$ cat src/rtl/shs_pkg.sv
// Shared types, codes and constants of the streaming SHA-256 hasher.
// Used by the controller, the datapath and the top level.
// Depends on nothing.
`timescale 1ns / 1ps

package shs_pkg;

  // Input opcodes
  localparam logic [1:0] OPC_START  = 2'd0;
  localparam logic [1:0] OPC_ABSORB = 2'd1;
  localparam logic [1:0] OPC_FINISH = 2'd2;

  // Datapath commands
  localparam logic [3:0] DP_NOP       = 4'd0;
  localparam logic [3:0] DP_INIT      = 4'd1;
  localparam logic [3:0] DP_ABSORB    = 4'd2;
  localparam logic [3:0] DP_PAD       = 4'd3;
  localparam logic [3:0] DP_LEN       = 4'd4;
  localparam logic [3:0] DP_PREP      = 4'd5;
  localparam logic [3:0] DP_ROUND     = 4'd6;
  localparam logic [3:0] DP_FOLD      = 4'd7;
  localparam logic [3:0] DP_EMIT      = 4'd8;
  localparam logic [3:0] DP_EMIT_LAST = 4'd9;

  localparam logic [5:0] LAST_ROUND  = 6'd63;
  localparam logic [5:0] LAST_BYTE   = 6'd63;
  localparam logic [5:0] LEN_SLOT    = 6'd56;  // first byte of the length field
  localparam logic [5:0] MSG_WORDS   = 6'd16;
  localparam logic [2:0] LAST_WORD   = 3'd7;
  localparam logic [7:0] PAD_MARK    = 8'h80;

  typedef struct packed {
    logic [3:0] op;
    logic [5:0] rnd;
    logic [2:0] idx;
  } dp_cmd_t;

  typedef struct packed {
    logic [5:0] fill;
    logic       out_free;
  } dp_sts_t;

  localparam logic [31:0] H_INIT [8] = '{
    32'h6a09e667, 32'hbb67ae85, 32'h3c6ef372, 32'ha54ff53a,
    32'h510e527f, 32'h9b05688c, 32'h1f83d9ab, 32'h5be0cd19
  };

  localparam logic [31:0] K_TAB [64] = '{
    32'h428a2f98, 32'h71374491, 32'hb5c0fbcf, 32'he9b5dba5,
    32'h3956c25b, 32'h59f111f1, 32'h923f82a4, 32'hab1c5ed5,
    32'hd807aa98, 32'h12835b01, 32'h243185be, 32'h550c7dc3,
    32'h72be5d74, 32'h80deb1fe, 32'h9bdc06a7, 32'hc19bf174,
    32'he49b69c1, 32'hefbe4786, 32'h0fc19dc6, 32'h240ca1cc,
    32'h2de92c6f, 32'h4a7484aa, 32'h5cb0a9dc, 32'h76f988da,
    32'h983e5152, 32'ha831c66d, 32'hb00327c8, 32'hbf597fc7,
    32'hc6e00bf3, 32'hd5a79147, 32'h06ca6351, 32'h14292967,
    32'h27b70a85, 32'h2e1b2138, 32'h4d2c6dfc, 32'h53380d13,
    32'h650a7354, 32'h766a0abb, 32'h81c2c92e, 32'h92722c85,
    32'ha2bfe8a1, 32'ha81a664b, 32'hc24b8b70, 32'hc76c51a3,
    32'hd192e819, 32'hd6990624, 32'hf40e3585, 32'h106aa070,
    32'h19a4c116, 32'h1e376c08, 32'h2748774c, 32'h34b0bcb5,
    32'h391c0cb3, 32'h4ed8aa4a, 32'h5b9cca4f, 32'h682e6ff3,
    32'h748f82ee, 32'h78a5636f, 32'h84c87814, 32'h8cc70208,
    32'h90befffa, 32'ha4506ceb, 32'hbef9a3f7, 32'hc67178f2
  };

endpackage

$ cat src/rtl/shs_if.sv
// Channel interfaces of the hasher: command input and digest word output.
// Depends on nothing.
`timescale 1ns / 1ps

interface shs_in_if;
  logic       valid;
  logic       ready;
  logic [1:0] opcode;
  logic [7:0] data_byte;

  modport source (output valid, output opcode, output data_byte, input ready);
  modport sink   (input valid, input opcode, input data_byte, output ready);
endinterface

interface shs_out_if;
  logic        valid;
  logic        ready;
  logic [31:0] digest_word;
  logic [2:0]  word_index;
  logic        last_word;

  modport source (output valid, output digest_word, output word_index,
                  output last_word, input ready);
  modport sink   (input valid, input digest_word, input word_index,
                  input last_word, output ready);
endinterface

$ cat src/rtl/shs_datapath.sv
// Datapath: hash words, round variables, block buffer / schedule window,
// counters and the output register. Driven by commands from shs_ctrl; uses shs_pkg.
`timescale 1ns / 1ps

module shs_datapath (
  input  logic                  clk,
  input  logic                  rst_n,
  input  shs_pkg::dp_cmd_t      cmd,
  input  logic [7:0]            data_byte,
  input  logic                  out_ready,
  output shs_pkg::dp_sts_t      sts,
  output logic                  out_valid,
  output logic [31:0]           out_digest_word,
  output logic [2:0]            out_word_index,
  output logic                  out_last_word
);

  function automatic logic [31:0] rotr(input logic [31:0] v, input int n);
    rotr = (v >> n) | (v << (32 - n));
  endfunction

  logic [31:0] hash_r   [8];
  logic [31:0] hash_nxt [8];
  logic [31:0] var_r    [8];
  logic [31:0] var_nxt  [8];
  logic [31:0] sched_r  [16];
  logic [31:0] sched_nxt[16];
  logic [31:0] kw_r, kw_nxt;
  logic [5:0]  fill_r, fill_nxt;
  logic [54:0] blk_r, blk_nxt;
  logic        out_valid_r, out_valid_nxt;
  logic [31:0] out_word_r, out_word_nxt;
  logic [2:0]  out_idx_r, out_idx_nxt;
  logic        out_last_r, out_last_nxt;

  logic [31:0] w_gen, w_next;
  logic [63:0] total_bits;
  logic [5:0]  rnd_inc;
  logic [31:0] big0, big1, choose, major, t1, t2;
  logic [5:0]  pos;

  always_comb begin
    w_gen = (rotr(sched_r[14], 17) ^ rotr(sched_r[14], 19) ^ (sched_r[14] >> 10))
          + sched_r[9]
          + (rotr(sched_r[1], 7) ^ rotr(sched_r[1], 18) ^ (sched_r[1] >> 3))
          + sched_r[0];
    w_next = (cmd.rnd < (shs_pkg::MSG_WORDS - 6'd1)) ? sched_r[0] : w_gen;
    rnd_inc = cmd.rnd + 6'd1;
    // Completed blocks are multiples of 512 bits, so the sum needs no adder.
    total_bits = {blk_r, fill_r, 3'b000};

    big1   = rotr(var_r[4], 6) ^ rotr(var_r[4], 11) ^ rotr(var_r[4], 25);
    choose = (var_r[4] & var_r[5]) ^ (~var_r[4] & var_r[6]);
    t1     = var_r[7] + big1 + choose + kw_r;
    big0   = rotr(var_r[0], 2) ^ rotr(var_r[0], 13) ^ rotr(var_r[0], 22);
    major  = (var_r[0] & var_r[1]) ^ (var_r[0] & var_r[2]) ^ (var_r[1] & var_r[2]);
    t2     = big0 + major;

    hash_nxt      = hash_r;
    var_nxt       = var_r;
    sched_nxt     = sched_r;
    kw_nxt        = kw_r;
    fill_nxt      = fill_r;
    blk_nxt       = blk_r;
    out_valid_nxt = out_valid_r && !out_ready;
    out_word_nxt  = out_word_r;
    out_idx_nxt   = out_idx_r;
    out_last_nxt  = out_last_r;
    pos           = '0;

    unique case (cmd.op)
      shs_pkg::DP_NOP: begin
      end
      shs_pkg::DP_INIT: begin
        hash_nxt = shs_pkg::H_INIT;
        fill_nxt = '0;
        blk_nxt  = '0;
      end
      shs_pkg::DP_ABSORB: begin
        // Bytes land big-endian within each schedule word.
        case (fill_r[1:0])
          2'd0:    sched_nxt[fill_r[5:2]][31:24] = data_byte;
          2'd1:    sched_nxt[fill_r[5:2]][23:16] = data_byte;
          2'd2:    sched_nxt[fill_r[5:2]][15:8]  = data_byte;
          default: sched_nxt[fill_r[5:2]][7:0]   = data_byte;
        endcase
        fill_nxt = fill_r + 6'd1;
        if (fill_r == shs_pkg::LAST_BYTE) begin
          blk_nxt = blk_r + 55'd1;
        end
      end
      shs_pkg::DP_PAD: begin
        // Keep pending bytes, mark the end, zero the rest, length if it fits.
        for (int w = 0; w < 16; w++) begin
          for (int l = 0; l < 4; l++) begin
            pos = 6'(w * 4 + l);
            if (pos < fill_r) begin
              sched_nxt[w][8*(3-l) +: 8] = sched_r[w][8*(3-l) +: 8];
            end else if (pos == fill_r) begin
              sched_nxt[w][8*(3-l) +: 8] = shs_pkg::PAD_MARK;
            end else if (fill_r < shs_pkg::LEN_SLOT && pos >= shs_pkg::LEN_SLOT) begin
              sched_nxt[w][8*(3-l) +: 8] = total_bits[{3'd7 - pos[2:0], 3'b000} +: 8];
            end else begin
              sched_nxt[w][8*(3-l) +: 8] = 8'h00;
            end
          end
        end
      end
      shs_pkg::DP_LEN: begin
        for (int w = 0; w < 14; w++) begin
          sched_nxt[w] = '0;
        end
        sched_nxt[14] = total_bits[63:32];
        sched_nxt[15] = total_bits[31:0];
      end
      shs_pkg::DP_PREP: begin
        var_nxt = hash_r;
        kw_nxt  = shs_pkg::K_TAB[0] + sched_r[0];
        for (int i = 0; i < 15; i++) begin
          sched_nxt[i] = sched_r[i+1];
        end
        sched_nxt[15] = sched_r[0];
      end
      shs_pkg::DP_ROUND: begin
        var_nxt[7] = var_r[6];
        var_nxt[6] = var_r[5];
        var_nxt[5] = var_r[4];
        var_nxt[4] = var_r[3] + t1;
        var_nxt[3] = var_r[2];
        var_nxt[2] = var_r[1];
        var_nxt[1] = var_r[0];
        var_nxt[0] = t1 + t2;
        // Prepare K + W for the following round.
        kw_nxt = shs_pkg::K_TAB[rnd_inc] + w_next;
        for (int i = 0; i < 15; i++) begin
          sched_nxt[i] = sched_r[i+1];
        end
        sched_nxt[15] = w_next;
      end
      shs_pkg::DP_FOLD: begin
        for (int j = 0; j < 8; j++) begin
          hash_nxt[j] = hash_r[j] + var_r[j];
        end
      end
      shs_pkg::DP_EMIT, shs_pkg::DP_EMIT_LAST: begin
        out_valid_nxt = 1'b1;
        out_word_nxt  = hash_r[cmd.idx];
        out_idx_nxt   = cmd.idx;
        out_last_nxt  = (cmd.op == shs_pkg::DP_EMIT_LAST);
        if (cmd.op == shs_pkg::DP_EMIT_LAST) begin
          hash_nxt = shs_pkg::H_INIT;
          fill_nxt = '0;
          blk_nxt  = '0;
        end
      end
      default: begin
      end
    endcase
  end

  always_ff @(posedge clk) begin
    if (!rst_n) begin
      hash_r      <= shs_pkg::H_INIT;
      fill_r      <= '0;
      blk_r       <= '0;
      out_valid_r <= 1'b0;
    end else begin
      hash_r      <= hash_nxt;
      fill_r      <= fill_nxt;
      blk_r       <= blk_nxt;
      out_valid_r <= out_valid_nxt;
    end
  end

  always_ff @(posedge clk) begin
    var_r      <= var_nxt;
    sched_r    <= sched_nxt;
    kw_r       <= kw_nxt;
    out_word_r <= out_word_nxt;
    out_idx_r  <= out_idx_nxt;
    out_last_r <= out_last_nxt;
  end

  assign sts.fill        = fill_r;
  assign sts.out_free    = !out_valid_r || out_ready;
  assign out_valid       = out_valid_r;
  assign out_digest_word = out_word_r;
  assign out_word_index  = out_idx_r;
  assign out_last_word   = out_last_r;

endmodule

$ cat src/rtl/shs_ctrl.sv
// Controller: sequences absorb, padding, the 64 rounds and digest output.
// Issues commands to shs_datapath and reads its status; uses shs_pkg.
`timescale 1ns / 1ps

module shs_ctrl (
  input  logic              clk,
  input  logic              rst_n,
  input  logic              in_valid,
  input  logic [1:0]        in_opcode,
  input  shs_pkg::dp_sts_t  sts,
  output logic              in_ready,
  output shs_pkg::dp_cmd_t  cmd
);

  localparam logic [2:0] ST_IDLE  = 3'd0;
  localparam logic [2:0] ST_PREP  = 3'd1;
  localparam logic [2:0] ST_ROUND = 3'd2;
  localparam logic [2:0] ST_FOLD  = 3'd3;
  localparam logic [2:0] ST_LEN   = 3'd4;
  localparam logic [2:0] ST_EMIT  = 3'd5;

  logic [2:0] state_r, state_nxt;
  logic [5:0] rnd_r, rnd_nxt;
  logic [2:0] idx_r, idx_nxt;
  logic       fin_r, fin_nxt;   // compression belongs to a finish
  logic       two_r, two_nxt;   // a length-only block still follows
  logic       accept;

  assign in_ready = (state_r == ST_IDLE);
  assign accept   = in_valid && in_ready;

  always_comb begin
    state_nxt = state_r;
    rnd_nxt   = rnd_r;
    idx_nxt   = idx_r;
    fin_nxt   = fin_r;
    two_nxt   = two_r;
    cmd.op    = shs_pkg::DP_NOP;
    cmd.rnd   = rnd_r;
    cmd.idx   = idx_r;

    unique case (state_r)
      ST_IDLE: begin
        if (accept) begin
          unique case (in_opcode)
            shs_pkg::OPC_START: begin
              cmd.op = shs_pkg::DP_INIT;
            end
            shs_pkg::OPC_ABSORB: begin
              cmd.op = shs_pkg::DP_ABSORB;
              if (sts.fill == shs_pkg::LAST_BYTE) begin
                fin_nxt   = 1'b0;
                state_nxt = ST_PREP;
              end
            end
            shs_pkg::OPC_FINISH: begin
              cmd.op    = shs_pkg::DP_PAD;
              fin_nxt   = 1'b1;
              two_nxt   = (sts.fill >= shs_pkg::LEN_SLOT);
              state_nxt = ST_PREP;
            end
            default: begin
            end
          endcase
        end
      end
      ST_PREP: begin
        cmd.op    = shs_pkg::DP_PREP;
        rnd_nxt   = '0;
        state_nxt = ST_ROUND;
      end
      ST_ROUND: begin
        cmd.op  = shs_pkg::DP_ROUND;
        rnd_nxt = rnd_r + 6'd1;
        if (rnd_r == shs_pkg::LAST_ROUND) begin
          state_nxt = ST_FOLD;
        end
      end
      ST_FOLD: begin
        cmd.op = shs_pkg::DP_FOLD;
        if (!fin_r) begin
          state_nxt = ST_IDLE;
        end else if (two_r) begin
          two_nxt   = 1'b0;
          state_nxt = ST_LEN;
        end else begin
          idx_nxt   = '0;
          state_nxt = ST_EMIT;
        end
      end
      ST_LEN: begin
        cmd.op    = shs_pkg::DP_LEN;
        state_nxt = ST_PREP;
      end
      ST_EMIT: begin
        if (sts.out_free) begin
          if (idx_r == shs_pkg::LAST_WORD) begin
            cmd.op    = shs_pkg::DP_EMIT_LAST;
            fin_nxt   = 1'b0;
            state_nxt = ST_IDLE;
          end else begin
            cmd.op  = shs_pkg::DP_EMIT;
            idx_nxt = idx_r + 3'd1;
          end
        end
      end
      default: begin
        state_nxt = ST_IDLE;
      end
    endcase
  end

  always_ff @(posedge clk) begin
    if (!rst_n) begin
      state_r <= ST_IDLE;
      rnd_r   <= '0;
      idx_r   <= '0;
      fin_r   <= 1'b0;
      two_r   <= 1'b0;
    end else begin
      state_r <= state_nxt;
      rnd_r   <= rnd_nxt;
      idx_r   <= idx_nxt;
      fin_r   <= fin_nxt;
      two_r   <= two_nxt;
    end
  end

endmodule

$ cat src/rtl/sha256_stream_hasher_top.sv
// Top level of the streaming SHA-256 hasher: controller plus datapath.
// Depends on shs_pkg, shs_if, shs_ctrl and shs_datapath.
//
//   channel  | dir | handshake           | payload
//   ---------+-----+---------------------+----------------------------------
//   in_ch    | in  | valid/ready         | opcode[1:0], data_byte[7:0]
//   out_ch   | out | valid/ready         | digest_word[31:0], word_index[2:0],
//            |     |                     | last_word
//
// Start, plain absorb and unused opcodes are taken while idle and leave the
// controller idle. The absorb that completes a 64-byte block runs a load, the
// 64 rounds and a fold on the single round unit. Finish does so for the padded
// block, and again for a length-only block when the length does not fit, then
// gives eight digest words, one per cycle while the output side takes them.
// Reset loads the initial hash and clears the counters; no clearing pass.
// A stalled output holds the digest sequence; input stays stalled until the
// last word sits in the output register, which then no longer blocks input.
`timescale 1ns / 1ps

module sha256_stream_hasher_top (
  input  logic             clk,
  input  logic             rst_n,
  shs_in_if.sink           in_ch,
  shs_out_if.source        out_ch
);

  shs_pkg::dp_cmd_t cmd;
  shs_pkg::dp_sts_t sts;
  logic             in_ready;

  // Sequence the work: one item at a time, ready only while idle.
  shs_ctrl u_ctrl (
    .clk       (clk),
    .rst_n     (rst_n),
    .in_valid  (in_ch.valid),
    .in_opcode (in_ch.opcode),
    .sts       (sts),
    .in_ready  (in_ready),
    .cmd       (cmd)
  );

  assign in_ch.ready = in_ready;

  // Hold state, run the rounds and drive the output register.
  shs_datapath u_dp (
    .clk             (clk),
    .rst_n           (rst_n),
    .cmd             (cmd),
    .data_byte       (in_ch.data_byte),
    .out_ready       (out_ch.ready),
    .sts             (sts),
    .out_valid       (out_ch.valid),
    .out_digest_word (out_ch.digest_word),
    .out_word_index  (out_ch.word_index),
    .out_last_word   (out_ch.last_word)
  );

endmodule

$ cat src/flat_wrapper.sv
// flat-port wrapper written by rule: the top's interface ports become plain ports
module sha256_stream_hasher_top_flat 
  (clk, rst_n, in_ch_valid, in_ch_opcode, in_ch_data_byte, in_ch_ready, out_ch_valid, out_ch_digest_word, out_ch_word_index, out_ch_last_word, out_ch_ready);
  shs_in_if in_ch_i ();
  shs_out_if out_ch_i ();
  input  logic clk;
  input  logic rst_n;
  input wire logic [$bits(in_ch_i.valid)-1:0] in_ch_valid;
  input wire logic [$bits(in_ch_i.opcode)-1:0] in_ch_opcode;
  input wire logic [$bits(in_ch_i.data_byte)-1:0] in_ch_data_byte;
  output wire logic [$bits(in_ch_i.ready)-1:0] in_ch_ready;
  output wire logic [$bits(out_ch_i.valid)-1:0] out_ch_valid;
  output wire logic [$bits(out_ch_i.digest_word)-1:0] out_ch_digest_word;
  output wire logic [$bits(out_ch_i.word_index)-1:0] out_ch_word_index;
  output wire logic [$bits(out_ch_i.last_word)-1:0] out_ch_last_word;
  input wire logic [$bits(out_ch_i.ready)-1:0] out_ch_ready;
  assign in_ch_i.valid = in_ch_valid;
  assign in_ch_i.opcode = in_ch_opcode;
  assign in_ch_i.data_byte = in_ch_data_byte;
  assign in_ch_ready = in_ch_i.ready;
  assign out_ch_valid = out_ch_i.valid;
  assign out_ch_digest_word = out_ch_i.digest_word;
  assign out_ch_word_index = out_ch_i.word_index;
  assign out_ch_last_word = out_ch_i.last_word;
  assign out_ch_i.ready = out_ch_ready;
  sha256_stream_hasher_top u_core (.clk(clk), .rst_n(rst_n), .in_ch(in_ch_i), .out_ch(out_ch_i));
endmodule
$ cat config.mk
export PLATFORM = sky130hd
export DESIGN_NAME = sha256_stream_hasher_top_flat
export DESIGN_NICKNAME = d
export VERILOG_FILES = /design/src/rtl/shs_pkg.sv /design/src/rtl/shs_if.sv /design/src/rtl/shs_datapath.sv /design/src/rtl/shs_ctrl.sv /design/src/rtl/sha256_stream_hasher_top.sv /design/src/flat_wrapper.sv
export SDC_FILE = /design/constraint.sdc
export NUM_CORES = 2
export LEC_CHECK = 0
export ABC_AREA = 1
export BUFFER_PORTS_ARGS = -buffer_cell sky130_fd_sc_hd__buf_2
export CAP_MARGIN = 10
export CORE_AREA = 2 2 368 370
export DETAILED_ROUTE_END_ITERATION = 12
export DIE_AREA = 0 0 370 372
export GPL_ROUTABILITY_DRIVEN = 0
export GPL_TIMING_DRIVEN = 1
export PLACE_DENSITY = 0.95
export SKIP_LAST_GASP = 1
export SLEW_MARGIN = 20
export SYNTH_ARGS = -nofsm -noshare
export SYNTH_HDL_FRONTEND = slang
export SYNTH_SLANG_ARGS = --single-unit
export TNS_END_PERCENT = 5
$ cat constraint.sdc
create_clock -name clk -period 26.2 [get_ports clk]
set_input_delay 3.93 -clock clk [delete_from_list [all_inputs] [get_ports clk]]
set_output_delay 3.93 -clock clk [all_outputs]
set_load 0.01 [all_outputs]
==> impl_metrics.xml, run 1 <==
<?xml version="1.0" encoding="UTF-8"?>
<metrics>
  <group name="die">
    <metric name="number_of_rows_created_at_floorplan" unit="">135</metric>
    <metric name="initial_utilization" unit="%">70.17</metric>
    <metric name="fp.dieH" unit="µm">372</metric>
    <metric name="die_width" unit="µm">370</metric>
    <metric name="design.portCount" unit="">52</metric>
  </group>
  <group name="cts">
    <metric name="clockBufferDepth" unit="">3</metric>
    <metric name="ctsHtreeMaxLevel" unit="">4</metric>
    <metric name="ctsRootBufferMaster" unit="">sky130_fd_sc_hd__clkbuf_16</metric>
    <metric name="cts.sink_count" unit="">1168</metric>
    <metric name="postCtsSetupBuffers" unit="">0</metric>
    <metric name="hold_buf_count_cts" unit="">0</metric>
    <metric name="cts.repair.resized" unit="">0</metric>
    <metric name="numCtsBuffers" unit="">131</metric>
  </group>
  <group name="yosys">
    <metric name="yosysTopAreaCell" unit="">sky130_fd_sc_hd__edfxtp_1</metric>
    <metric name="synth_top_area_share" unit="%">26.64</metric>
    <metric name="synth_area_leaders" unit="">sky130_fd_sc_hd__edfxtp_1 27%, sky130_fd_sc_hd__nand2_1 11%, sky130_fd_sc_hd__o21ai_0 7.4%</metric>
    <metric name="synth_top_flop_cell" unit="">sky130_fd_sc_hd__edfxtp_1</metric>
    <metric name="synthesis.instances" unit="">12990</metric>
    <metric name="asyncSetResetFlopFracSynth" unit="%">0</metric>
    <metric name="postSynthRegisterBits" unit="">1168</metric>
    <metric name="synth.lib_cells_used.distinct" unit="">68</metric>
    <metric name="synth.net_count" unit="">13600</metric>
    <metric name="synth-edff-count" unit="">836</metric>
    <metric name="synth_area_per_cell" unit="µm²">7.255</metric>
    <metric name="synth.yosys.warnings" unit="">0</metric>
    <metric name="synth.cell_area" unit="µm²">94230</metric>
    <metric name="seq_area_frac_synth" unit="%">33.69</metric>
  </group>
  <group name="placed_design">
    <metric name="placement.io_buffers" unit="">51</metric>
    <metric name="post-dp-hpwl" unit="µm">260400</metric>
    <metric name="dpl.cell_count" unit="">14210</metric>
  </group>
  <group name="grt">
    <metric name="grt_overflow_total" unit="">1</metric>
    <metric name="grt_max_degree" unit="">236</metric>
    <metric name="via_count_of_the_first_global_routing_pass" unit="">100700</metric>
    <metric name="grt.total_usage" unit="%">55.64</metric>
    <metric name="first_pass_grt_wire_length" unit="µm">590400</metric>
  </group>
  <group name="status">
    <metric name="flow.stopped_at" unit="">global routing</metric>
    <metric name="stop_error" unit="">[ERROR GRT-0116] Global routing finished with congestion. Check the congestion regions in the DRC Viewer.</metric>
    <metric name="status" unit="">aborted with a tool error</metric>
  </group>
</metrics>
[routing by layer]
metal  global-route usage (%)  GRT overflow
met2                    74.63             0
met5                    7.552             0
met3                    33.98             0
met1                    59.80             0
met4                    50.52             1
[stage by stage]
step / util, % / instance area [µm²] / setup WS, ps
floorplan: - / 94230 / 16140
global placement: 70.51 / 94680 / 18330
detailed placement: 70.51 / 94680 / 18190
CTS: 73.76 / 99050 / 18650
[synth_stat cells (142+ instances only)]
cell type                  instances
sky130_fd_sc_hd__xor2_1          242
sky130_fd_sc_hd__fa_1            166
sky130_fd_sc_hd__dfxtp_1         332
sky130_fd_sc_hd__nor3_1          177
sky130_fd_sc_hd__edfxtp_1        836
sky130_fd_sc_hd__xnor2_1         199
sky130_fd_sc_hd__nand2_1        2705
sky130_fd_sc_hd__o32ai_1         142
sky130_fd_sc_hd__o21ai_0        1391
sky130_fd_sc_hd__inv_1          1640
sky130_fd_sc_hd__ha_1            432
sky130_fd_sc_hd__nand3_1         670
sky130_fd_sc_hd__clkbuf_1        540
sky130_fd_sc_hd__nor2_1         1099
sky130_fd_sc_hd__a21oi_1         917
sky130_fd_sc_hd__o22ai_1         279
[cell families after synthesis]
group / share of synthesized area (%)
buffers and inverters: 9.626
AO/OA/AOI/OAI: 21.71
AND/OR/NAND/NOR: 21.52
multiplexers: 0.01062
XOR/XNOR: 4.099
adder cells (fa/ha/maj): 9.337
flip-flops: 33.69
==> inputs of run 2 (changes only) <==
--- a/config.mk
+++ b/config.mk
@@ -8,12 +8,12 @@
 export ABC_AREA = 1
 export BUFFER_PORTS_ARGS = -buffer_cell sky130_fd_sc_hd__buf_2
 export CAP_MARGIN = 10
-export CORE_AREA = 2 2 368 370
+export CORE_AREA = 2 2 489 491
 export DETAILED_ROUTE_END_ITERATION = 12
-export DIE_AREA = 0 0 370 372
+export DIE_AREA = 0 0 491 493
 export GPL_ROUTABILITY_DRIVEN = 0
 export GPL_TIMING_DRIVEN = 1
-export PLACE_DENSITY = 0.95
+export PLACE_DENSITY_LB_ADDON = 0.15
 export SKIP_LAST_GASP = 1
 export SLEW_MARGIN = 20
 export SYNTH_ARGS = -nofsm -noshare
==> run 2 against run 1 <==
  * The flow now finishes without violations
  * Synthesized cell count unchanged
  * Area after synthesis unchanged
==> impl_metrics.xml, run 2 <==
<?xml version="1.0" encoding="UTF-8"?>
<metrics>
  <group name="status">
    <metric name="status" unit="">finished, final reports clean</metric>
  </group>
  <group name="final_layout">
    <metric name="areaGrowthSynthToFinish" unit="%">7.841</metric>
    <metric name="mostFrequentLayoutCells" unit="">2703 x sky130_fd_sc_hd__nand2_1, 1633 x sky130_fd_sc_hd__inv_1, 1390 x sky130_fd_sc_hd__o21ai_0</metric>
    <metric name="layout_commonest_cell" unit="">sky130_fd_sc_hd__nand2_1</metric>
    <metric name="finalNetCount" unit="">13230</metric>
    <metric name="drive_above_1_share" unit="%">4.302</metric>
  </group>
  <group name="grt">
    <metric name="grt_overflow_total" unit="">0</metric>
    <metric name="grt_antenna_before_repair" unit="">12</metric>
    <metric name="first_pass_grt_wire_length" unit="µm">597000</metric>
    <metric name="grt.total_usage" unit="%">32.68</metric>
    <metric name="via_count_of_the_first_global_routing_pass" unit="">88740</metric>
    <metric name="grt_max_degree" unit="">185</metric>
  </group>
  <group name="sta">
    <metric name="hold_viol_final" unit="">0</metric>
    <metric name="slew-limit-headroom" unit="%">20.17</metric>
    <metric name="fmaxAchievable" unit="GHz">0.1196</metric>
    <metric name="tns" unit="ps">0</metric>
    <metric name="final_min_period_over_clock_period" unit="%">31.90</metric>
    <metric name="max_slew.worst_pin.slew" unit="ps">1185</metric>
    <metric name="final-setup-viol-count" unit="">0</metric>
    <metric name="fin_skew" unit="ps">49.19</metric>
    <metric name="timing.final.crit_period" unit="ps">8358</metric>
    <metric name="grt_setup_unrepaired" unit="">no</metric>
    <metric name="final-max-slew-violation-count" unit="">0</metric>
  </group>
  <group name="drt">
    <metric name="vias_per_cell" unit="">6.042</metric>
    <metric name="vias" unit="">96130</metric>
    <metric name="drt_wl_total" unit="µm">413600</metric>
    <metric name="total_iterations_of_the_first_detailed_routing_run" unit="">8</metric>
    <metric name="drt_first_iter_violations" unit="">12690</metric>
    <metric name="ant_nets" unit="">0</metric>
    <metric name="detail_route.drc_violations" unit="">0</metric>
    <metric name="wire_per_inst" unit="µm">26.00</metric>
  </group>
  <group name="yosys">
    <metric name="synth.cell_area" unit="µm²">94230</metric>
    <metric name="synth_area_leaders" unit="">sky130_fd_sc_hd__edfxtp_1 27%, sky130_fd_sc_hd__nand2_1 11%, sky130_fd_sc_hd__o21ai_0 7.4%</metric>
    <metric name="synth.lib_cells_used.distinct" unit="">68</metric>
    <metric name="synthesis.instances" unit="">12990</metric>
    <metric name="yosys-top-cells-count" unit="">2705 x sky130_fd_sc_hd__nand2_1, 1640 x sky130_fd_sc_hd__inv_1, 1391 x sky130_fd_sc_hd__o21ai_0</metric>
    <metric name="synth-edff-count" unit="">836</metric>
    <metric name="synth.net_count" unit="">13600</metric>
    <metric name="postSynthRegisterBits" unit="">1168</metric>
    <metric name="yosysMostFrequentCell" unit="">sky130_fd_sc_hd__nand2_1</metric>
    <metric name="asyncSetResetFlopFracSynth" unit="%">0</metric>
    <metric name="synth_top_flop_cell" unit="">sky130_fd_sc_hd__edfxtp_1</metric>
    <metric name="synth_top_area_share" unit="%">26.64</metric>
    <metric name="synth_area_per_cell" unit="µm²">7.255</metric>
    <metric name="seq_area_frac_synth" unit="%">33.69</metric>
    <metric name="synth.yosys.warnings" unit="">0</metric>
    <metric name="yosysTopAreaCell" unit="">sky130_fd_sc_hd__edfxtp_1</metric>
  </group>
  <group name="cts">
    <metric name="hold_buf_count_cts" unit="">0</metric>
    <metric name="clock_latency" unit="ps">840</metric>
    <metric name="cts.sink_count" unit="">1168</metric>
    <metric name="cts.repair.resized" unit="">0</metric>
    <metric name="ctsRootBufferMaster" unit="">sky130_fd_sc_hd__clkbuf_16</metric>
    <metric name="ctsHtreeMaxLevel" unit="">4</metric>
    <metric name="clockBufferDepth" unit="">3</metric>
    <metric name="numCtsBuffers" unit="">152</metric>
    <metric name="postCtsSetupBuffers" unit="">0</metric>
    <metric name="cts_tree" unit="">built</metric>
    <metric name="clk_pin_slew_worst_paths" unit="ps">60</metric>
  </group>
  <group name="min_path">
    <metric name="min_path_type" unit="">reg2reg</metric>
  </group>
  <group name="worst_setup_path">
    <metric name="path_class" unit="">in2reg</metric>
    <metric name="setup.reg_to_reg.worst_slack" unit="ps">18340</metric>
    <metric name="rr_worst_depth" unit="">25</metric>
    <metric name="crit_fanout" unit="">87</metric>
    <metric name="timing.critical_path.from_type" unit="">input port</metric>
    <metric name="cp.arrival" unit="ps">9090</metric>
    <metric name="critPathLaunch" unit="">out_ch_ready</metric>
    <metric name="endpoint_kind" unit="">flip-flop</metric>
    <metric name="critical_path_end" unit="">u_core.u_dp.hash_r[46]</metric>
    <metric name="crit_required" unit="ps">26930</metric>
    <metric name="crit-reg2reg-capture" unit="">u_core.u_dp.var_r[247]</metric>
    <metric name="regToRegStartpoint" unit="">u_core.u_dp.var_r[122]</metric>
  </group>
  <group name="die">
    <metric name="number_of_rows_created_at_floorplan" unit="">179</metric>
    <metric name="die_area" unit="µm²">242100</metric>
    <metric name="fp.dieH" unit="µm">493</metric>
    <metric name="initial_utilization" unit="%">39.77</metric>
    <metric name="design.portCount" unit="">52</metric>
    <metric name="die_width" unit="µm">491</metric>
    <metric name="floorplan.core_area" unit="µm²">237000</metric>
  </group>
  <group name="placed_design">
    <metric name="post-dp-hpwl" unit="µm">303000</metric>
    <metric name="placement.io_buffers" unit="">51</metric>
  </group>
  <group name="job">
    <metric name="cap_viol_max_count" unit="">0</metric>
  </group>
</metrics>
==> run 2: final cells by class <==
class                   count  area (µm²)
diodes                      6       15.01
clock buffers             207        4207
clock inverters            71       704.4
fillers                 24440      135300
inverters                1665        6295
multi-input cells        9464       53530
flip-flops and latches   1168       31760
well taps                3167        3963
repair buffers            162        1147
==> run 2: cells by family (layout without fill, tap and decap cells) <==
group	after synthesis	in the layout	synth area share [%]
simple gates	4912	4912	21.52
compound gates	3505	3505	21.71
buf+inv	2357	2105	9.626
flops	1168	1168	33.69
fa+ha+maj	605	605	9.337
xor+xnor	441	441	4.099
mux	1	1	0.01062
other cells	0	6	0
==> run 2: stage by stage <==
| stage | hold slack (ps) | std cells | cell area (µm²) | util, % | worst slack [ps] |
|---|---|---|---|---|---|
| 2_1_floorplan | 432.3 | 12990 | 94230 | - | 16140 |
| 3_3_place_gp | 457.2 | 15630 | 96650 | 40.79 | 17260 |
| 3_5_place_dp | 465.5 | 15630 | 96680 | 40.80 | 17210 |
| 4_1_cts | 472.4 | 15900 | 101600 | 42.87 | 18090 |
| 5_1_grt | 505.5 | 15910 | 101600 | 42.88 | 17640 |
| 6_report | 469.2 | 15910 | 101600 | 42.89 | 17840 |
==> run 2: critical path, stage by stage <==
cell and delay (ps):
sky130_fd_sc_hd__buf_2 100, sky130_fd_sc_hd__nor2_2 340, sky130_fd_sc_hd__nor2_4 60, sky130_fd_sc_hd__buf_4 330, sky130_fd_sc_hd__nand2_2 240, sky130_fd_sc_hd__nand3_2 200
sky130_fd_sc_hd__nand3_2 180, sky130_fd_sc_hd__nand3_4 520, sky130_fd_sc_hd__inv_8 720, sky130_fd_sc_hd__buf_4 890, sky130_fd_sc_hd__buf_4 930, sky130_fd_sc_hd__a21oi_1 80
sky130_fd_sc_hd__a211o_1 260
==> run 2: routing by layer <==
metal  track usage, %  vias up  wire length, µm
li1                 -    43490                -
met1            42.32    45780           162700
met2            50.16     5678           179300
met3            6.522     1171            41590
met4            20.14        8            30020
met5                0        -               48
==> run 2: worst min path at each step <==
stage / end / from / slack (ps) / cells past startpoint
2_1_floorplan: u_core.u_dp.out_word_index[1] / u_core.u_ctrl.idx_r[1] / 430 / 0
3_3_place_gp: u_core.u_ctrl.rnd_r[5] / u_core.u_ctrl.rnd_r[5] / 460 / 2
3_5_place_dp: u_core.u_ctrl.rnd_r[5] / u_core.u_ctrl.rnd_r[5] / 470 / 2
4_1_cts: u_core.u_ctrl.rnd_r[5] / u_core.u_ctrl.rnd_r[5] / 470 / 2
5_1_grt: u_core.u_dp.hash_r[227] / u_core.u_dp.hash_r[227] / 510 / 2
6_report: u_core.u_ctrl.rnd_r[5] / u_core.u_ctrl.rnd_r[5] / 470 / 2
Power of run 2 is left out: the tool's default activity adds up to more than one toggle a clock period on the data nets, which glitch-free logic cannot reach.
